==> src/sv/fsfp_pkg.sv <==
// Package with the types, codes and constants of the file name size field parser.
package fsfp_pkg;

    localparam logic [7:0] CH_COMMA = 8'd44;
    localparam logic [7:0] CH_EQUAL = 8'd61;
    localparam logic [7:0] CH_ZERO  = 8'd48;
    localparam logic [7:0] CH_NINE  = 8'd57;

    localparam logic [7:0] RST_SIZE_TAG        = 8'd83;
    localparam logic [7:0] RST_INFO_SEPARATOR  = 8'd58;
    localparam logic [7:0] RST_EXTRA_SEPARATOR = 8'd44;

    localparam int unsigned ADDR_W = 4;

    localparam logic [1:0] REG_SIZE_TAG        = 2'd0;
    localparam logic [1:0] REG_INFO_SEPARATOR  = 2'd1;
    localparam logic [1:0] REG_EXTRA_SEPARATOR = 2'd2;

    typedef enum logic [2:0] {
        PH_IDLE    = 3'd0,
        PH_COMMA   = 3'd1,
        PH_TAG     = 3'd2,
        PH_MATCHED = 3'd3,
        PH_DIGITS  = 3'd4,
        PH_GOOD    = 3'd5,
        PH_BAD     = 3'd6
    } t_phase;

    typedef struct packed {
        logic [7:0] ch;
        logic       last;
    } t_in;

    typedef struct packed {
        logic        found;
        logic [63:0] size;
    } t_out;

    typedef struct packed {
        logic [7:0] size_tag;
        logic [7:0] info_separator;
        logic [7:0] extra_separator;
    } t_cfg;

endpackage

==> src/sv/fsfp_step.sv <==
// Next-state logic of the parser: pattern search, digit accumulation and the result.
module fsfp_step
    import fsfp_pkg::*;
(
    input  t_phase      i_phase,
    input  logic [63:0] i_value,
    input  logic [7:0]  i_ch,
    input  t_cfg        i_cfg,
    output t_phase      o_phase,
    output logic [63:0] o_value,
    output t_out        o_result
);

    logic       is_digit;
    logic       is_sep;
    logic [7:0] digit;

    assign is_digit = (i_ch >= CH_ZERO) && (i_ch <= CH_NINE);
    assign is_sep   = (i_ch == i_cfg.info_separator) || (i_ch == i_cfg.extra_separator);
    assign digit    = i_ch - CH_ZERO;

    always_comb begin
        unique case (i_phase)
            PH_IDLE: begin
                o_phase = (i_ch == CH_COMMA) ? PH_COMMA : PH_IDLE;
            end
            PH_COMMA: begin
                priority if (i_ch == i_cfg.size_tag) o_phase = PH_TAG;
                else if (i_ch == CH_COMMA)           o_phase = PH_COMMA;
                else                                 o_phase = PH_IDLE;
            end
            PH_TAG: begin
                // With a comma as the tag, a further comma keeps the longest partial match.
                priority if (i_ch == CH_EQUAL)                          o_phase = PH_MATCHED;
                else if (i_ch == CH_COMMA && i_cfg.size_tag == CH_COMMA) o_phase = PH_TAG;
                else if (i_ch == CH_COMMA)                              o_phase = PH_COMMA;
                else                                                    o_phase = PH_IDLE;
            end
            PH_MATCHED, PH_DIGITS: begin
                priority if (is_digit) o_phase = PH_DIGITS;
                else if (is_sep)       o_phase = PH_GOOD;
                else                   o_phase = PH_BAD;
            end
            PH_GOOD: o_phase = PH_GOOD;
            default: o_phase = PH_BAD;
        endcase
    end

    always_comb begin
        o_value = i_value;
        if ((i_phase == PH_MATCHED || i_phase == PH_DIGITS) && is_digit) begin
            // Times ten as two shifts; the sum wraps modulo 2^64.
            o_value = (i_value << 3) + (i_value << 1) + {56'd0, digit};
        end
        o_result.found = (o_phase == PH_DIGITS) || (o_phase == PH_GOOD);
        o_result.size  = o_result.found ? o_value : 64'd0;
    end

endmodule

==> src/sv/filename_size_field_parser.sv <==
// Top level of the file name size field parser with its register port.
//
//   channel   direction  payload  handshake
//   in        input      t_in     i_in_valid / o_in_stall
//   out       output     t_out    o_out_valid / i_out_stall
//   register  input      32 bit   psel, penable, pwrite, pready
//
// One byte is taken per cycle unless a final byte is held back by a stalled output; each
// byte is held in the input register, and the search state and the 64-bit accumulator are
// updated as it leaves, so a result enters the output register as the final byte leaves.
// The accumulator update (times ten plus a digit) closes the loop through the accumulator.
// Reset clears the search state and restores the default tag and separator bytes.
// A stalled output holds back only a final byte; other bytes keep flowing.
module filename_size_field_parser
    import fsfp_pkg::*;
(
    input  logic              i_clk,
    input  logic              i_rst_n,
    input  logic              i_in_valid,
    output logic              o_in_stall,
    input  t_in               i_in_data,
    output logic              o_out_valid,
    input  logic              i_out_stall,
    output t_out              o_out_data,
    input  logic              psel,
    input  logic              penable,
    input  logic              pwrite,
    input  logic [ADDR_W-1:0] paddr,
    input  logic [31:0]       pwdata,
    output logic [31:0]       prdata,
    output logic              pready
);

    t_cfg        r_cfg;
    logic        r_in_valid;
    t_in         r_in;
    t_phase      r_phase;
    logic [63:0] r_value;
    logic        r_out_valid;
    t_out        r_out;

    t_phase      n_phase;
    logic [63:0] n_value;
    t_out        n_out;

    logic        out_free;
    logic        s1_go;
    logic        in_take;
    logic        cfg_write;
    logic [1:0]  reg_index;

    assign pready    = 1'b1;
    assign reg_index = paddr[3:2];
    assign cfg_write = psel && penable && pwrite && pready;

    always_comb begin
        unique case (reg_index)
            REG_SIZE_TAG:        prdata = {24'd0, r_cfg.size_tag};
            REG_INFO_SEPARATOR:  prdata = {24'd0, r_cfg.info_separator};
            REG_EXTRA_SEPARATOR: prdata = {24'd0, r_cfg.extra_separator};
            default:             prdata = 32'd0;
        endcase
    end

    always_ff @(posedge i_clk) begin
        if (!i_rst_n) begin
            r_cfg.size_tag        <= RST_SIZE_TAG;
            r_cfg.info_separator  <= RST_INFO_SEPARATOR;
            r_cfg.extra_separator <= RST_EXTRA_SEPARATOR;
        end else if (cfg_write) begin
            unique case (reg_index)
                REG_SIZE_TAG:        r_cfg.size_tag        <= pwdata[7:0];
                REG_INFO_SEPARATOR:  r_cfg.info_separator  <= pwdata[7:0];
                REG_EXTRA_SEPARATOR: r_cfg.extra_separator <= pwdata[7:0];
                default:             ;
            endcase
        end
    end

    // Only a final byte needs room in the output register.
    assign out_free   = !r_out_valid || !i_out_stall;
    assign s1_go      = r_in_valid && (!r_in.last || out_free);
    assign o_in_stall = r_in_valid && !s1_go;
    assign in_take    = i_in_valid && !o_in_stall;

    fsfp_step u_step (
        .i_phase  (r_phase),
        .i_value  (r_value),
        .i_ch     (r_in.ch),
        .i_cfg    (r_cfg),
        .o_phase  (n_phase),
        .o_value  (n_value),
        .o_result (n_out)
    );

    always_ff @(posedge i_clk) begin
        if (!i_rst_n) begin
            r_in_valid <= 1'b0;
        end else if (in_take) begin
            r_in_valid <= 1'b1;
        end else if (s1_go) begin
            r_in_valid <= 1'b0;
        end
    end

    always_ff @(posedge i_clk) begin
        if (in_take) begin
            r_in <= i_in_data;
        end
    end

    always_ff @(posedge i_clk) begin
        if (!i_rst_n) begin
            r_phase <= PH_IDLE;
            r_value <= 64'd0;
        end else if (s1_go) begin
            if (r_in.last) begin
                r_phase <= PH_IDLE;
                r_value <= 64'd0;
            end else begin
                r_phase <= n_phase;
                r_value <= n_value;
            end
        end
    end

    always_ff @(posedge i_clk) begin
        if (!i_rst_n) begin
            r_out_valid <= 1'b0;
        end else if (s1_go && r_in.last) begin
            r_out_valid <= 1'b1;
        end else if (!i_out_stall) begin
            r_out_valid <= 1'b0;
        end
    end

    always_ff @(posedge i_clk) begin
        if (s1_go && r_in.last) begin
            r_out <= n_out;
        end
    end

    assign o_out_valid = r_out_valid;
    assign o_out_data  = r_out;

`ifndef NO_ASSERTIONS
    // A name that was not found never reports a size.
    a_size_zero_when_missing: assert property (@(posedge i_clk) disable iff (!i_rst_n)
        o_out_valid && !o_out_data.found |-> o_out_data.size == 64'd0)
        else $error("size field reported without a match");

    // The final byte of a name returns the search to its starting point.
    a_restart_after_last: assert property (@(posedge i_clk) disable iff (!i_rst_n)
        s1_go && r_in.last |=> r_phase == PH_IDLE && r_value == 64'd0)
        else $error("search state not cleared after the final byte");

    // Only digits make the accumulator nonzero.
    a_value_only_after_digits: assert property (@(posedge i_clk) disable iff (!i_rst_n)
        r_value != 64'd0 |->
            (r_phase == PH_DIGITS || r_phase == PH_GOOD || r_phase == PH_BAD))
        else $error("accumulator nonzero outside the number");

    // A final byte waits while the output register is full and stalled.
    a_last_waits_for_output: assert property (@(posedge i_clk) disable iff (!i_rst_n)
        r_in_valid && r_in.last && o_out_valid && i_out_stall |=>
            r_in_valid && $stable(r_in))
        else $error("final byte left the input register while output was blocked");
`endif

endmodule
==> config.mk <==
export PLATFORM = sky130hd
export DESIGN_NAME = filename_size_field_parser
export DESIGN_NICKNAME = d
export VERILOG_FILES = /design/src/sv/fsfp_pkg.sv /design/src/sv/fsfp_step.sv /design/src/sv/filename_size_field_parser.sv
export SDC_FILE = /design/constraint.sdc
export NUM_CORES = 1
export LEC_CHECK = 0
export ABC_AREA = 1
export BUFFER_PORTS_ARGS = -buffer_cell sky130_fd_sc_hd__buf_4
export CAP_MARGIN = 25
export CORE_AREA = 2 2 133 187
export CTS_CLUSTER_SIZE = 24
export DETAILED_ROUTE_END_ITERATION = 10
export DIE_AREA = 0 0 135 189
export PLACE_DENSITY_LB_ADDON = 0.3
export SETUP_SLACK_MARGIN = 0.5
export SYNTH_ARGS = -nofsm -noshare
export SYNTH_HDL_FRONTEND = slang
export SYNTH_SLANG_ARGS = --single-unit
==> constraint.sdc <==
create_clock -name i_clk -period 5.2 [get_ports i_clk]
set_input_delay 1.04 -clock i_clk [delete_from_list [all_inputs] [get_ports i_clk]]
set_output_delay 1.04 -clock i_clk [all_outputs]
set_load 0.05 [all_outputs]
Yosys cells after proc, flatten, opt, wreduce, memory -nomap -nowiden
Cells that the tools add are included.
- input bits: 52
- flip-flop bits (word level): 167
- word-level logic and storage cells: 73
- multiplexer cells: 15
- $add $sub $neg: 3
- order comparisons: 2
- reductions and logical operators: 26
- eq/ne operators: 16
- operators by type and width (operator ; number):
    2-to-1 mux 64 bit ; 2
    adder 64 bit ; 1
    adder 64 x 8 -> 64 bit ; 1
    == test 8 x 6 -> 1 bit, second input constant ; 3
    == test 8 bit ; 3
    one-hot mux 8 bit (3 select lines) ; 1
    2-to-1 mux 3 bit ; 5
    one-hot mux 3 bit (5 select lines) ; 1
    == test 3 bit, second input constant ; 4
    logical AND 1 bit ; 9
    >= comparator 8 x 6 -> 1 bit, second input constant ; 1
    less-or-equal comparator 8 x 6 -> 1 bit, second input constant ; 1
    subtractor 8 x 6 -> 8 bit, second input constant ; 1
    == test 3 x 2 -> 1 bit, second input constant ; 2
    AND reduction 2 bit ; 3
    zero test 1 bit ; 5
    logical OR 1 bit ; 5
    2-to-1 mux 1 bit ; 5
    == test 3 x 1 -> 1 bit, second input constant ; 1
    zero test 3 bit ; 1
    == test 2 x 1 -> 1 bit, second input constant ; 1
    == test 2 bit, second input constant ; 1
    zero test 2 bit ; 1
    2-to-1 mux 2 bit ; 1
    other kinds (3) ; 3

Longest topological paths before layout
- word-level depth: 9
- depth in mapped cells: 21
- depth with buffers taken out: 21

Modules after synthesis
A second synthesis with hierarchy kept.
- cell total of the unflattened synthesis: 2298
- area total of the unflattened synthesis: 14166.1 sq um
- by module, submodules not included (module ; area an instance (sq um) ; cells each ; instances):
    fsfp_step ; 8244.2 ; 1716 ; 1
    filename_size_field_parser ; 5921.9 ; 582 ; 1

Worst setup path after synthesis
OpenSTA, ideal clock, no wires.
- kind: input to output
- start point: input port paddr[3]
- end point: output port prdata[3]
- setup slack: 1863 ps
- stages: 4
- arrival time: 2297 ps
- cells stage by stage: inv_1 > nor2_1 > inv_1 > o221ai_1
- cells in the longest elaborated chain, start to end: 2
- RTL lines (item ; RTL line ; source):
    start, declared ; filename_size_field_parser.sv:28 ; input logic [ADDR_W-1:0] paddr,
    == test 2 bit, or another cell as far along ; filename_size_field_parser.sv:57 ; unique case (reg_index)
    one-hot mux 8 bit (3 select lines) (*) ; filename_size_field_parser.sv:57 ;
    end, declared ; filename_size_field_parser.sv:30 ; output logic [31:0] prdata,
Mark *: on every way between the ends. The rest lies on a longest branch, timed or not.

Worst setup path after layout
- start point: register r_in[5] in the netlist's numbering
- end point: register r_out, in the netlist o_out_data[61] (data pin)
- cells in the longest elaborated chain, start to end: 7
- RTL lines (item ; RTL line ; source):
    start, declared ; filename_size_field_parser.sv:36 ; t_in r_in;
    start signal, assigned ; filename_size_field_parser.sv:108 ; r_in <= i_in_data;
    branches (longest 7 deep; another with adder 64 x 8 -> 64 bit) ; - ;
    end signal, assigned ; filename_size_field_parser.sv:139 ; r_out <= n_out;
    end, declared ; filename_size_field_parser.sv:40 ; t_out r_out;
Parallel ways; which one is timed is not known.
A chain may end at the register's enable or synchronous reset.

==> impl_metrics.py <==
metrics = {
    "clock_tree": {
        "insertion_delay_ns": 0.45,
        "htreeDepth": 4,
        "numCtsBuffers": 17,
        "clk_root_buffer_cell": "sky130_fd_sc_hd__clkbuf_16",
        "cts.reportedPaths.clkPinSlew_ns": 0.08,
        "tritoncts_clock_tree": "built",
        "cts_hold_buf": 0,
        "clockBufferDepth": 2,
        "postCtsSetupRepairBufs": 0,
        "tritoncts_num_sinks": 167,
        "post_cts_resize_count": 0,
    },
    "power_and_ir_drop": {
        "cellLeakagePower_nw": 7.984,
        "vdd_ir_drop_max_uv": 224.7,
        "power_density_nw_per_um2": 193.5,
    },
    "synth": {
        "postSynthCellCount": 2191,
        "synth.most_common_cell": "sky130_fd_sc_hd__nand2_1",
        "post-synth-top-area-cell": "sky130_fd_sc_hd__nand2_1",
        "synth.cell_area_sq_um": 14060,
        "ys_seq_area_frac": 0.2904,
        "synth_cell_type_count": 49,
        "synth.top_cell.area_share": 0.2026,
        "yosys_most_used_dff": "sky130_fd_sc_hd__dfxtp_1",
        "cells_taking_the_most_area_after_synthesis": "sky130_fd_sc_hd__nand2_1 (20%), sky130_fd_sc_hd__edfxtp_1 (16%), sky130_fd_sc_hd__dfxtp_1 (13%)",
        "warning_count_from_the_yosys_run": 0,
        "synth_async_sr_flop_share": 0,
        "post_synth_edffs": 74,
        "synth.ff_latch_count": 167,
        "postSynthAreaPerCell_sq_um": 6.418,
        "ranking_of_synthesized_cells_by_instance_count": "sky130_fd_sc_hd__nand2_1 (759), sky130_fd_sc_hd__inv_1 (375), sky130_fd_sc_hd__nor2_1 (176), sky130_fd_sc_hd__a21oi_1 (147), sky130_fd_sc_hd__ha_1 (120)",
    },
    "sta": {
        "finalHoldWorstSlack_ns": 0.4665,
        "fin_worst_skew_ns": 0.01045,
        "finalCritPeriodShare": 0.7151,
        "timing_hold_violations_final": 0,
        "period_needed_ns": 3.718,
        "grt_setup_unrepaired": "no",
        "worst_slew_margin_rel": 0.3884,
        "timing.setup.tns_ns": 0,
        "final-max-slew-violation-count": 0,
        "transition_at_the_pin_with_the_smallest_max_transition_slack_ns": 0.9174,
        "timing.fmax_mhz": 268.9,
        "setup_violations": 0,
    },
    "setup_path": {
        "worstSetupEndpointType": "register",
        "critical_path_peak_fanout": 5,
        "path_class": "register to register",
        "critical_path.startpoint_type": "register",
        "regToRegEndpoint": "o_out_data[61]$_SDFFCE_PN0P_",
        "max_stage_delay_ns": 0.51,
        "slowest_stage": "sky130_fd_sc_hd__edfxtp_1",
        "crit_family": "simple AND/OR/NAND/NOR gates",
        "r2r.worst_path.cells": 18,
        "critical_path.cell_chain": "inv_1 -> ha_1 -> inv_1 -> fa_1 -> ha_1 -> nand2_1 -> nor2_1 -> nand2_1 -> nand2_2 -> nand2_1 -> nand2_1 -> nand2_1 -> nand2_1 -> nand2_1 -> nand3_1 -> nand3_2 -> nand2_1 -> nor2_1",
        "critical_path.most_common_cell": "sky130_fd_sc_hd__nand2_1",
        "critical_path_buffers_and_inverters": 2,
        "timing.critical_path.from": "r_in[5]$_DFFE_PP_",
        "arrival_ns": 3.89,
        "setup.reg_to_reg.worst_slack_ns": 1.48,
        "reg2reg_from": "r_in[5]$_DFFE_PP_",
        "critical_path_required_ns": 5.37,
    },
    "final_layout": {
        "n_fill_cell": 2264,
        "layout-drive-gt1-share": 0.09334,
        "num-nets-final": 2447,
        "flow.area_growth_from_synthesis_pct": 10.26,
        "insertedDiodeCount": 0,
        "fin_cells": 2592,
    },
    "route": {
        "drt-vias-per-instance": 5.328,
        "post_drt_wl_per_cell_um": 15.89,
        "detailroute.via_count": 13810,
        "drt_iter0_drc": 869,
        "post-route-drc-count": 0,
        "drt.antenna.violating_nets": 0,
        "detail_route.wirelength_um": 41180,
        "drt-pass1-iter-count": 5,
    },
    "job": {
        "maxCapViolations": 0,
    },
    "global_routing": {
        "track_usage": 0.3319,
        "first_global_vias": 13440,
        "number_of_antenna_violations_at_the_first_check_in_global_routing": 0,
        "overflow": 0,
        "grt_start_max_net_pins": 78,
        "grt_first_pass_wirelength_um": 67040,
    },
    "die": {
        "design.portCount": 152,
        "die_x_um": 135,
        "die_outline_height_um": 189,
        "core-area_sq_um": 23810,
        "initial_core_util": 0.5907,
        "die_area_sq_um": 25520,
        "core.rowCount": 67,
    },
    "hold_path": {
        "hold_endpoint": "r_value[63]$_SDFFE_PN0P_",
        "min-delay-path-class": "register to register",
        "startpoint_of_the_most_critical_hold_path": "r_value[63]$_SDFFE_PN0P_",
        "timing.hold.worst_path_depth": 2,
    },
    "outcome": {
        "outcome": "finished, final reports clean",
    },
    "place": {
        "dpl.cell_count": 2560,
        "dp_hpwl_um": 31840,
        "gpl_wtd_cong": 1.081,
        "portBuffers": 100,
    },
}
==> layout make-up <==
class                      instances  area, sq um  area share
clock buffer                      18        439.2     0.02832
clock inverter                    14        163.9     0.01057
inverter                         386         1451     0.09361
multi-input combinational       1591         8170      0.5270
sequential                       167         4084      0.2634
tap                              310        387.9     0.02502
timing repair buffer             106        808.3     0.05213
==> how the worst max path moves through the flow <==
stage,to,cells past startpoint
floorplan,prdata[3],4
global placement,o_out_data[51]$_SDFFCE_PN0P_,15
detailed placement,o_out_data[21]$_SDFFCE_PN0P_,17
CTS,o_out_data[61]$_SDFFCE_PN0P_,18
global route,o_out_data[51]$_SDFFCE_PN0P_,19
finish,o_out_data[61]$_SDFFCE_PN0P_,18
==> power breakdown <==
part,switching (mW),internal (mW),total (mW)
Clock,0.614,0.736,1.35
Combinational,0.189,0.0590,0.248
Sequential,0.0165,1.39,1.40
==> cell usage in the layout (no fill, tap or decap), drive strengths merged <==
| master | n |
|---|---|
| a211oi | 1 |
| a21oi | 149 |
| a31oi | 3 |
| and2 | 1 |
| buf | 106 |
| bufinv | 2 |
| clkbuf | 18 |
| clkinv | 7 |
| clkinvlp | 1 |
| conb | 25 |
| dfxtp | 93 |
| edfxtp | 74 |
| fa | 6 |
| ha | 120 |
| inv | 390 |
| mux2 | 1 |
| nand2 | 770 |
| nand3 | 124 |
| nand3b | 8 |
| nand4 | 20 |
| nor2 | 186 |
| nor3 | 15 |
| nor4 | 2 |
| o211a | 1 |
| o211ai | 18 |
| o21a | 1 |
| o21ai | 72 |
| o21bai | 9 |
| o221ai | 4 |
| o311ai | 1 |
| or2 | 34 |
| xnor2 | 10 |
| xor2 | 10 |
==> routing by layer <==
metal / track usage / share of wire / vias to the layer above
li1: - / - / 7006
met1: 0.3906 / 0.42 / 6276
met2: 0.5838 / 0.49 / 414
met3: 0.04177 / 0.042 / 115
met4: 0.1767 / 0.051 / 0
met5: 0 / 0 / -
==> stage by stage <==
step | utilization | setup WS (ns) | power, mW | area (sq um)
floorplan | - | 1.863 | 1.617 | 14150
global placement | 0.6259 | 1.657 | 1.674 | 14900
detailed placement | 0.6259 | 1.620 | 1.677 | 14900
CTS | 0.6513 | 1.584 | 3.003 | 15500
global route | 0.6513 | 1.293 | 3.066 | 15500
finish | 0.6513 | 1.482 | 3.000 | 15500
==> sequential cells by signal (all words and copies together) (netlist names) <==
signal	flops
o_out_valid	1
r_in	9
o_out_data	65
r_cfg	24
r_phase	3
r_in_valid	1
r_value	64
==> kinds of logic (layout without fill, tap and decap cells) <==
family,after synthesis,count (layout),share of synthesized area
simple gates,1160,1160,0.3436
buf+inv,456,524,0.1354
mux,1,1,0.0008007
xor+xnor,20,20,0.01246
other cells,2,25,0.0005341
fa+ha+maj,126,126,0.1153
flops,167,167,0.2904
compound gates,259,259,0.1014
==> tightest hold or removal path: cells and delay by family (launching register included) <==
family          cells  cell delay [ns]
flops               1             0.31
simple gates        1             0.06
compound gates      1             0.06
Power figures use the tool's default switching activity.
